<file path="src/design/tsa_pkg.sv">
// ----------------------------------------------------------------------------
// tsa_pkg
// Shared types and constants for the two-server assignment core.
// ----------------------------------------------------------------------------
package tsa_pkg;

	localparam int COORD_W = 16;
	localparam int POS_W   = 2 * COORD_W;
	localparam int DIST_W  = 23;
	localparam int HOP_W   = COORD_W + 1;

	localparam logic [COORD_W-1:0] START_ONE = 16'd1;
	localparam logic [COORD_W-1:0] GRID_RST  = 16'd1000;

	localparam logic KIND_TOTAL  = 1'b0;
	localparam logic KIND_ASSIGN = 1'b1;

	// controller states
	typedef enum logic [3:0] {
		ST_IDLE,
		ST_ZERO,
		ST_OP0,
		ST_OP1,
		ST_OP2,
		ST_OP3,
		ST_CALC,
		ST_FIN,
		ST_TOTAL_RD,
		ST_TOTAL_EMIT
	} st_t;

	// event store read address select
	typedef enum logic [1:0] {
		EV_NX,
		EV_L,
		EV_R
	} ev_sel_t;

	// cost table read address select
	typedef enum logic [1:0] {
		C_CUR,
		C_A,
		C_B
	} c_sel_t;

	typedef struct packed {
		logic    ev_wr;
		logic    trace;
		ev_sel_t ev_sel;
		c_sel_t  c_sel;
		logic    cap_a;
		logic    cap_b;
		logic    cap_d;
		logic    cap_ab;
		logic    tbl_wr;
		logic    tbl_zero;
		logic    fill_adv;
		logic    trace_init;
		logic    trace_adv;
		logic    out_total;
		logic    out_assign;
	} cmd_t;

	typedef struct packed {
		logic cell_end;
		logic fill_last;
		logic trace_final;
		logic out_free;
	} sts_t;

endpackage

</file>
<file path="src/design/tsa_ctrl.sv">
// ----------------------------------------------------------------------------
// tsa_ctrl
// Sequencer: loads events, zero-fills and sweeps the cost table, emits the total, then traces back.
// ----------------------------------------------------------------------------
module tsa_ctrl (
	input  logic          clk,
	input  logic          arst_n,
	input  logic          in_valid,
	input  logic          last,
	input  tsa_pkg::sts_t sts,
	output logic          in_stall,
	output tsa_pkg::cmd_t cmd
);

	tsa_pkg::st_t state_q, state_n;
	logic         trace_q, trace_n;

	// state register
	always_ff @(posedge clk or negedge arst_n) begin
		if (!arst_n) begin
			state_q <= tsa_pkg::ST_IDLE;
			trace_q <= 1'b0;
		end else begin
			state_q <= state_n;
			trace_q <= trace_n;
		end
	end

	// next state and commands
	always_comb begin
		state_n   = state_q;
		trace_n   = trace_q;
		in_stall  = 1'b1;
		cmd       = '0;
		cmd.trace = trace_q;
		cmd.ev_sel = tsa_pkg::EV_NX;
		cmd.c_sel  = tsa_pkg::C_CUR;
		unique case (state_q)
			tsa_pkg::ST_IDLE: begin
				in_stall = 1'b0;
				trace_n  = 1'b0;
				if (in_valid) begin
					cmd.ev_wr = 1'b1;
					if (last) state_n = tsa_pkg::ST_ZERO;
				end
			end
			tsa_pkg::ST_ZERO: begin
				cmd.tbl_wr   = 1'b1;
				cmd.tbl_zero = 1'b1;
				cmd.fill_adv = 1'b1;
				if (sts.fill_last) begin
					cmd.trace_init = 1'b1;
					trace_n = 1'b1;
					state_n = tsa_pkg::ST_TOTAL_RD;
				end else if (sts.cell_end) begin
					state_n = tsa_pkg::ST_OP0;
				end
			end
			tsa_pkg::ST_OP0: begin
				cmd.ev_sel = tsa_pkg::EV_NX;
				cmd.c_sel  = tsa_pkg::C_A;
				state_n    = tsa_pkg::ST_OP1;
			end
			tsa_pkg::ST_OP1: begin
				cmd.cap_a  = 1'b1;
				cmd.ev_sel = tsa_pkg::EV_L;
				cmd.c_sel  = tsa_pkg::C_B;
				state_n    = tsa_pkg::ST_OP2;
			end
			tsa_pkg::ST_OP2: begin
				cmd.cap_b  = 1'b1;
				cmd.ev_sel = tsa_pkg::EV_R;
				state_n    = tsa_pkg::ST_OP3;
			end
			tsa_pkg::ST_OP3: begin
				cmd.cap_d = 1'b1;
				state_n   = tsa_pkg::ST_CALC;
			end
			tsa_pkg::ST_CALC: begin
				cmd.cap_ab = 1'b1;
				state_n    = tsa_pkg::ST_FIN;
			end
			tsa_pkg::ST_FIN: begin
				if (!trace_q) begin
					cmd.tbl_wr   = 1'b1;
					cmd.fill_adv = 1'b1;
					if (sts.fill_last) begin
						cmd.trace_init = 1'b1;
						trace_n = 1'b1;
						state_n = tsa_pkg::ST_TOTAL_RD;
					end else begin
						state_n = tsa_pkg::ST_OP0;
					end
				end else if (sts.out_free) begin
					cmd.out_assign = 1'b1;
					cmd.trace_adv  = 1'b1;
					state_n = sts.trace_final ? tsa_pkg::ST_IDLE : tsa_pkg::ST_OP0;
				end
			end
			tsa_pkg::ST_TOTAL_RD: begin
				state_n = tsa_pkg::ST_TOTAL_EMIT;
			end
			tsa_pkg::ST_TOTAL_EMIT: begin
				if (sts.out_free) begin
					cmd.out_total = 1'b1;
					state_n = tsa_pkg::ST_OP0;
				end
			end
			default: state_n = tsa_pkg::ST_IDLE;
		endcase
	end

endmodule

</file>
<file path="config.mk">
export PLATFORM = sky130hd
export DESIGN_NAME = tsa_ctrl
export DESIGN_NICKNAME = d
export VERILOG_FILES = /design/src/design/tsa_pkg.sv /design/src/design/tsa_ctrl.sv
export SDC_FILE = /design/constraint.sdc
export NUM_CORES = 1
export LEC_CHECK = 0
export BUFFER_PORTS_ARGS = -buffer_cell sky130_fd_sc_hd__clkbuf_2
export CORE_MARGIN = 3
export CORE_UTILIZATION = 25
export DETAILED_ROUTE_END_ITERATION = 8
export GPL_TIMING_DRIVEN = 0
export MAX_ROUTING_LAYER = met4
export SYNTH_ARGS = -nofsm -noshare
export SYNTH_HDL_FRONTEND = slang
export SYNTH_SLANG_ARGS = --single-unit
</file>
<file path="constraint.sdc">
create_clock -name clk -period 2 [get_ports clk]
set_input_delay 0 -clock clk [delete_from_list [all_inputs] [get_ports clk]]
set_output_delay 0 -clock clk [all_outputs]
set_load 0.03 [all_outputs]
</file>
==> results of run 1 <==
[state kept, by name, indices dropped and copies added, names as in the netlist]
name     cells
state_q      4
trace_q      1
[routing by layer]
| layer | wire length (um) | up-vias |
|---|---|---|
| li1 | - | 281 |
| met1 | 604 | 263 |
| met2 | 684 | 21 |
| met3 | 80 | 0 |
| met4 | 0 | 0 |
| met5 | 0 | - |
[layout make-up]
cell class              count  area [sq um]
well taps                  25          31.3
repair buffers             26           135
clock buffers               4          26.3
fillers                   214          1110
flip-flops and latches      5           125
inverters                   4          15.0
plain buffers               8          57.6
multi-input cells          47           305
[cells by family after synthesis]
| logic type | Yosys count | share of synthesized area, % |
|---|---|---|
| flip-flops | 5 | 24.9 |
| buffers and inverters | 12 | 14.2 |
| AO/OA/AOI/OAI | 13 | 21.9 |
| multiplexers | 2 | 4.99 |
| AND/OR/NAND/NOR | 32 | 33.9 |
[through the flow]
| step | cell area [sq um] | power (uW) | setup slack, ns | hold WS [ns] |
|---|---|---|---|---|
| 6_report | 696 | 1410 | 0.208 | 0.107 |
| 5_1_grt | 696 | 1540 | 0.0541 | 0.125 |
| 4_1_cts | 694 | 1420 | 0.0709 | 0.0998 |
| 3_5_place_dp | 658 | 1290 | 0.191 | -0.177 |
| 3_3_place_gp | 658 | 1280 | 0.199 | -0.180 |
| 2_1_floorplan | 502 | 1040 | 0.0638 | -0.296 |
[worst reg2reg max path, cell delays in order (launching register included)]
cell,delay (ns)
dfrtp_1,0.42
nor2_1,0.28
or4b_4,0.52
o311ai_4,0.12
mux2_4,0.33
[power groups by stage]
| stage | registers, uW | logic, uW | clock network (uW) |
|---|---|---|---|
| 2_1_floorplan | 210 | 833 | 0 |
| 3_3_place_gp | 234 | 1050 | 0 |
| 3_5_place_dp | 231 | 1060 | 0 |
| 4_1_cts | 231 | 1060 | 125 |
| 5_1_grt | 248 | 1160 | 132 |
| 6_report | 233 | 1060 | 116 |
[worst max-delay path by stage]
stage / startpoint / endpoint / slack [ns] / cells after the start
after floorplan: state_q[2]$_DFFE_PN0P_ / cmd[6] / 0.06 / 5
after global placement: state_q[3]$_DFFE_PN0P_ / state_q[1]$_DFFE_PN0P_ / 0.20 / 4
after detailed placement: state_q[3]$_DFFE_PN0P_ / state_q[1]$_DFFE_PN0P_ / 0.19 / 4
after CTS: state_q[2]$_DFFE_PN0P_ / cmd[6] / 0.07 / 6
after global routing: state_q[0]$_DFFE_PN0P_ / cmd[3] / 0.05 / 4
final: state_q[0]$_DFFE_PN0P_ / cmd[3] / 0.21 / 4
[what timing repair did]
item                                   4_1_cts  5_1_grt
setup endpoints to repair                    0        2
endpoints found under the hold margin        5        0
resized for setup                            0        1
hold buffers                                 1        0
[Yosys cell counts, types with 2 or more instances]
library cell  number
nand2_1            7
buf_4              5
a21oi_1            4
nor2_1             6
inv_1              3
dfrtp_1            5
nor2b_1            3
nor3_1             9
nand2b_1           2
==> flow_summary.toml, run 1 <==
[outcome]
status = "finished, final reports clean"

[placement]
dp.cells = 114
hpwl_um = 1090
port_buffers = 25
gp_congestion = 0.851

[global_route]
grt_util_met2_pct = 16.3
grt_pass1_wl_um = 2260
antenna_found_initial = 0
grtUsageTotal_pct = 12.2
grt_use_met3_pct = 3.56
gr-total-overflow = 0
busiest_layer = "met1"
grt_max_degree = 11
met1_usage_pct = 16.3
grt_pass1_vias = 507

[synth]
async_reset_ff_share_pct = 100
seq_area_frac_synth_pct = 24.9
synth_top_area_share_pct = 24.9
syn_avg_cell_area_sq_um = 7.84
synth.largest_area_cell = "dfrtp_1"
syn-num-nets = 72
synth_cells = 64
synthTopCellsByArea = "dfrtp_1 (25%), nor3_1 (9.0%), buf_4 (7.5%), nand2_1 (5.2%), o311ai_4 (5.2%)"
ys_ff_latch = 5
synth_area_sq_um = 502
ys_warn_count = 0
ys.flop_type = "dfrtp_1"
synth.distinct_cells = 29
synth_edf_count = 0

[finish]
nNetsFinal = 103
final_cell_mix = "clkbuf_2 (26), nor3_1 (9), nand2_1 (7), nor2_1 (6)"
utilization_pct = 38.6
final_cells = 119
syn_to_final_growth_pct = 38.7
layout_commonest_cell = "clkbuf_2"
antenna_cells = 0
drive_above_1_share_pct = 42.6

[clocking]
clkSinkCount = 5
cts-htree-levels = 1
cts_buffers = 3
clk-insertion-delay-late_ns = 0.24
cts_root_buf = "clkbuf_4"
cts_setup_buffers = 0
cts_tree = "yes"
path_clk_slew_ns = 0.04
clk_path_buf_depth = 2

[floorplanning]
fp.coreArea_sq_um = 1800
num_rows = 15
initial_core_util_pct = 27.8
die_area_sq_um = 2580
die_h_um = 50.8
num_io_pins = 26
die_w_um = 50.8

[critical_path]
rr_worst_depth = 4
path_buf_inv = 2
critical_path.top_delay_family = "simple AND/OR/NAND/NOR gates"
path_cells = "inv_1 > or3_1 > nor2_1 > clkbuf_2"
r2r_start = "state_q[3]$_DFFE_PN0P_"
critical_path.max_stage_delay_ns = 0.52
cp-start-kind = "flop"
cp_max_fo = 8
path_class = "flop to output port"
cp.required_ns = 2.00
cp_slowest_cell = "dfrtp_1"
worstPathArrival_ns = 1.79
end_kind = "output port"
rr_endpoint = "state_q[1]$_DFFE_PN0P_"
rrSetupSlack_ns = 0.21

[routing]
drt_iter0_drc = 18
avgViaCountPerCell = 4.75
route.vias.total = 565
avgRoutedWirePerCell_um = 11.5
ant_nets = 0
drc = 0
wirelength_um = 1370
dr.pass1.iters = 4

[timing]
rsz0062_at_grt = "false"
min_period_ns = 1.79
max_slew_margin_pct = 71.0
clock.fmax_mhz = 558
setup_viol = 0
drv_slew = 0
finalSetupTns_ns = 0
fin_crit_sh_pct = 89.6
hold_viol_final = 0
final.setup_skew_ns = 0.00221
tightest_slew_ns = 0.434

[pwr]
p_seq_share_pct = 16.6
switchingPower_uw = 782
clkPwrFrac_pct = 8.2
swShare_pct = 55.6
combPwrFrac_pct = 75.2
ir_drop_v = 0.000861
intPower_uw = 624
p_per_area_nw_per_um2 = 2020
p_leak_uw = 0.000360

[min_path]
holdCritPathClass = "primary input to async pin"

[flow_run]
max_cap_viol_count = 0
Power figures use the tool's default switching activity.
==> run 2: changes to the inputs <==
--- a/config.mk
+++ b/config.mk
@@ -9,7 +9,7 @@
 export CORE_MARGIN = 3
 export CORE_UTILIZATION = 25
 export DETAILED_ROUTE_END_ITERATION = 8
-export GPL_TIMING_DRIVEN = 0
+export GPL_TIMING_DRIVEN = 1
 export MAX_ROUTING_LAYER = met4
 export SYNTH_ARGS = -nofsm -noshare
 export SYNTH_HDL_FRONTEND = slang
==> constraint.sdc (replaced) <==
create_clock -name clk -period 2.09 [get_ports clk]
set_input_delay 0 -clock clk [delete_from_list [all_inputs] [get_ports clk]]
set_output_delay 0 -clock clk [all_outputs]
set_load 0.005 [all_outputs]
==> flow_summary.toml, run 2 (synthesis results as in run 1) <==
[placement]
hpwl_um = 1010
gp_congestion = 0.853
placed_cell_area_sq_um = 624
port_buffers = 25
post-place-ws_ns = 0.247

[pwr]
combPwrFrac_pct = 64.7
swShare_pct = 46.7
intPower_uw = 568
ir_drop_v = 0.000736
p_leak_uw = 0.000338
clkPwrFrac_pct = 10.7
p_seq_share_pct = 24.5
switchingPower_uw = 498
p_per_area_nw_per_um2 = 1610

[floorplanning]
die_area_sq_um = 2580
die_h_um = 50.8
fp.coreArea_sq_um = 1800
num_io_pins = 26
initial_core_util_pct = 27.8
die_w_um = 50.8
num_rows = 15

[flow_run]
max_cap_viol_count = 0

[routing]
ant_nets = 0
route.vias.total = 542
drt_iter0_drc = 10
dr.pass1.iters = 4
wirelength_um = 1290
avgRoutedWirePerCell_um = 11.3
drc = 0
avgViaCountPerCell = 4.75

[critical_path]
end_kind = "flop"
cp_max_fo = 13
path_class = "flop to flop"
cp.required_ns = 2.22
worstPathArrival_ns = 1.97
cp-start-kind = "flop"

[clocking]
clk_path_buf_depth = 2
cts-htree-levels = 1
clkSinkCount = 5
cts_resized = 0
holdBufCountCts = 1
cts_buffers = 3
path_clk_slew_ns = 0.05
cts_tree = "yes"
cts_setup_buffers = 0
clk-insertion-delay-late_ns = 0.24
cts_root_buf = "clkbuf_4"

[finish]
top_regs = "state_q (4), trace_q (1)"
final_cell_mix = "clkbuf_2 (25), nor3_1 (9), nand2_1 (7), nor2_1 (6), dfrtp_1 (5)"
fin_area_sq_um = 661
syn_to_final_growth_pct = 31.7
largest_reg_flops = 4
layout_commonest_cell = "clkbuf_2"
antenna_cells = 0
drive_above_1_share_pct = 40.4
top_register = "state_q"
nNetsFinal = 98

[min_path]
holdCritPathClass = "primary input to async pin"

[timing]
drv_slew = 0
setup_ws_ns = 0.246
fin_crit_sh_pct = 88.2
setup_viol = 0
final.setup_skew_ns = 0.00349
finalSetupTns_ns = 0
fin_hold_ws_ns = 0.0979
clock.fmax_mhz = 542
min_period_ns = 1.84
max_slew_margin_pct = 72.9
rsz0062_at_grt = "false"
tightest_slew_ns = 0.407
hold_viol_final = 0

[global_route]
grt_max_degree = 14
grt_pass1_wl_um = 2100
gr-total-overflow = 0
grtUsageTotal_pct = 11.2
grt_pass1_vias = 488
antenna_found_initial = 0

[outcome]
status = "finished, final reports clean"
run 2: cell types whose count changed in the layout (fill, tap and decap cells not counted), sizes merged:
cell    change
buf         -3
clkbuf      -2
run 2: cell type report:
type | count | area (sq um)
clock buffer | 4 | 26.3
fill | 203 | 1140
inverter | 4 | 15.0
multi-input combinational | 47 | 305
sequential | 5 | 125
tap | 25 | 31.3
timing repair buffer | 29 | 158
run 2: metrics by stage:
step | util (%) | cells | total power, uW
after floorplan | - | 64 | 756
after global placement | 34.7 | 109 | 953
after detailed placement | 34.7 | 109 | 952
after CTS | 36.7 | 114 | 1070
after global routing | 36.7 | 114 | 1180
final | 36.7 | 114 | 1070
run 2: routing by layer:
layer	track usage (%)	up-vias	share of wire, %
met5	-	-	0
met4	2.69	0	0
met3	5.34	0	6.8
met2	16.7	16	47
met1	13.5	257	46
li1	-	269	-
run 2: power groups by stage:
stage | combinational [uW] | sequential, uW | clock, uW
2_1_floorplan | 555 | 201 | 0
3_3_place_gp | 691 | 262 | 0
3_5_place_dp | 690 | 262 | 0
4_1_cts | 697 | 261 | 115
5_1_grt | 778 | 275 | 127
6_report | 690 | 262 | 115
run 2: worst max-delay path, stage by stage (launching register included):
cell and delay (ns):
dfrtp_1 0.58, nand2b_1 0.20, o2bb2a_1 0.35, o311ai_4 0.28
mux2_4 0.32
run 2: path summary, 6_finish.rpt:
kind	from	to	slack, ns	cells after the start
setup / recovery	state_q[2]$_DFFE_PN0P_	state_q[1]$_DFFE_PN0P_	0.25	4
hold / removal	arst_n	state_q[1]$_DFFE_PN0P_	0.1	2
setup reg to reg	state_q[2]$_DFFE_PN0P_	state_q[1]$_DFFE_PN0P_	0.25	4
hold reg to reg	state_q[3]$_DFFE_PN0P_	state_q[2]$_DFFE_PN0P_	0.63	2
max in group asynchronous	arst_n	trace_q$_DFFE_PN0P_	1.86	2
min in group clk	last	state_q[0]$_DFFE_PN0P_	0.18	4
==> run 3: changes to the inputs <==
--- a/config.mk
+++ b/config.mk
@@ -8,6 +8,7 @@
 export BUFFER_PORTS_ARGS = -buffer_cell sky130_fd_sc_hd__clkbuf_2
 export CORE_MARGIN = 3
 export CORE_UTILIZATION = 25
+export CTS_BUF_LIST = sky130_fd_sc_hd__clkbuf_16
 export DETAILED_ROUTE_END_ITERATION = 8
 export GPL_TIMING_DRIVEN = 1
 export MAX_ROUTING_LAYER = met4
==> flow_summary.toml, run 3 (synthesis results as in run 1) <==
[floorplanning]
die_area_sq_um = 2580
die_h_um = 50.8
die_w_um = 50.8
num_io_pins = 26
num_rows = 15
initial_core_util_pct = 27.8
fp.coreArea_sq_um = 1800

[timing]
clock.fmax_mhz = 539
tightest_slew_ns = 0.415
setup_viol = 0
finalSetupTns_ns = 0
final.setup_skew_ns = 0.00174
drv_slew = 0
fin_crit_sh_pct = 88.8
min_period_ns = 1.86
hold_viol_final = 0
max_slew_margin_pct = 72.3
rsz0062_at_grt = "false"

[clocking]
cts_buffers = 3
cts-htree-levels = 1
path_clk_slew_ns = 0.03
clk_path_buf_depth = 2
clkSinkCount = 5
cts_tree = "yes"
clk-insertion-delay-late_ns = 0.23
cts_root_buf = "clkbuf_16"

[finish]
nNetsFinal = 98
top_regs = "state_q (4), trace_q (1)"
fin_area_sq_um = 713
final_cell_mix = "clkbuf_2 (25), nor3_1 (9), nand2_1 (7), nor2_1 (6), dfrtp_1 (5)"
drive_above_1_share_pct = 40.4
syn_to_final_growth_pct = 42.1
layout_commonest_cell = "clkbuf_2"
largest_reg_flops = 4
top_register = "state_q"
antenna_cells = 0

[critical_path]
cp-start-kind = "flop"
path_class = "flop to flop"
cp_max_fo = 13
cp.required_ns = 2.20
end_kind = "flop"
worstPathArrival_ns = 1.96

[routing]
dr.pass1.iters = 5
route.vias.total = 551
wirelength_um = 1290
drc = 0
avgViaCountPerCell = 4.83
avgRoutedWirePerCell_um = 11.3
top_layer = "met3"
drt_iter0_drc = 7
wl_met1_um = 571
wl_met3_um = 89
ant_nets = 0
routed-wl-met2_um = 626

[global_route]
grt_max_degree = 14
antenna_found_initial = 0
grtUsageTotal_pct = 11.4
grt_pass1_wl_um = 2130
gr-total-overflow = 0
grt_pass1_vias = 495

[flow_run]
max_cap_viol_count = 0

[pwr]
ir_drop_v = 0.000696
p_leak_uw = 0.000365
p_per_area_nw_per_um2 = 1770

[placement]
placed_cell_area_sq_um = 624
gp_congestion = 0.853
hpwl_um = 1010
port_buffers = 25

[min_path]
holdCritPathClass = "primary input to async pin"

[outcome]
status = "finished, final reports clean"
==> run 3: worst max-delay path, cell delays in order (launching register included) <==
cell	delay, ns
dfrtp_1	0.58
nand2b_1	0.20
o2bb2a_1	0.35
o311ai_4	0.28
mux2_4	0.32
==> run 3: layer usage <==
layer,global-route usage [%],up-vias
met5,-,-
met4,5.38,0
met3,4.45,0
met2,17.0,16
met1,13.5,264
li1,-,271
==> run 3: power by group <==
group	switching (uW)	leakage, uW	internal, uW
clock network	57.9	0.0000423	247
registers	115	0.0000624	147
logic	342	0.000260	350
total	515	0.000365	744
==> run 3: through the flow <==
step | setup slack [ns] | power [uW] | cells | utilization [%] | hold WS [ns]
final | 0.234 | 1260 | 114 | 39.6 | 0.121
after global routing | 0.122 | 1380 | 114 | 39.6 | 0.157
after CTS | 0.236 | 1270 | 114 | 39.6 | 0.128
after detailed placement | 0.247 | 952 | 109 | 34.7 | -0.180
after global placement | 0.272 | 953 | 109 | 34.7 | -0.179
after floorplan | 0.398 | 756 | 64 | - | -0.296
==> run 3: layout make-up <==
| type | count | area (sq um) |
|---|---|---|
| Fill cell | 201 | 1090 |
| Multi-Input combinational cell | 47 | 305 |
| Timing Repair Buffer | 29 | 158 |
| Sequential cell | 5 | 125 |
| Clock buffer | 3 | 75.1 |
| Tap cell | 25 | 31.3 |
| Inverter | 4 | 15.0 |
| Clock inverter | 1 | 3.75 |
==> run 3: worst paths after layout <==
kind	cells after the start	startpoint	endpoint	slack, ns
setup / recovery	4	state_q[2]$_DFFE_PN0P_	state_q[1]$_DFFE_PN0P_	0.23
hold / removal	2	arst_n	state_q[2]$_DFFE_PN0P_	0.12
hold reg to reg	2	state_q[3]$_DFFE_PN0P_	state_q[2]$_DFFE_PN0P_	0.62
setup reg to reg	4	state_q[2]$_DFFE_PN0P_	state_q[1]$_DFFE_PN0P_	0.23
min in group clk	4	last	state_q[0]$_DFFE_PN0P_	0.21
max in group asynchronous	2	arst_n	state_q[3]$_DFFE_PN0P_	1.84
==> run 3: repair_timing <==
action                                  CTS  global route
hold endpoints to repair                  5             0
endpoints found under the setup margin    0             0
hold buffers                              1             0
buffers inserted                          0             0
resized for setup                         0             0
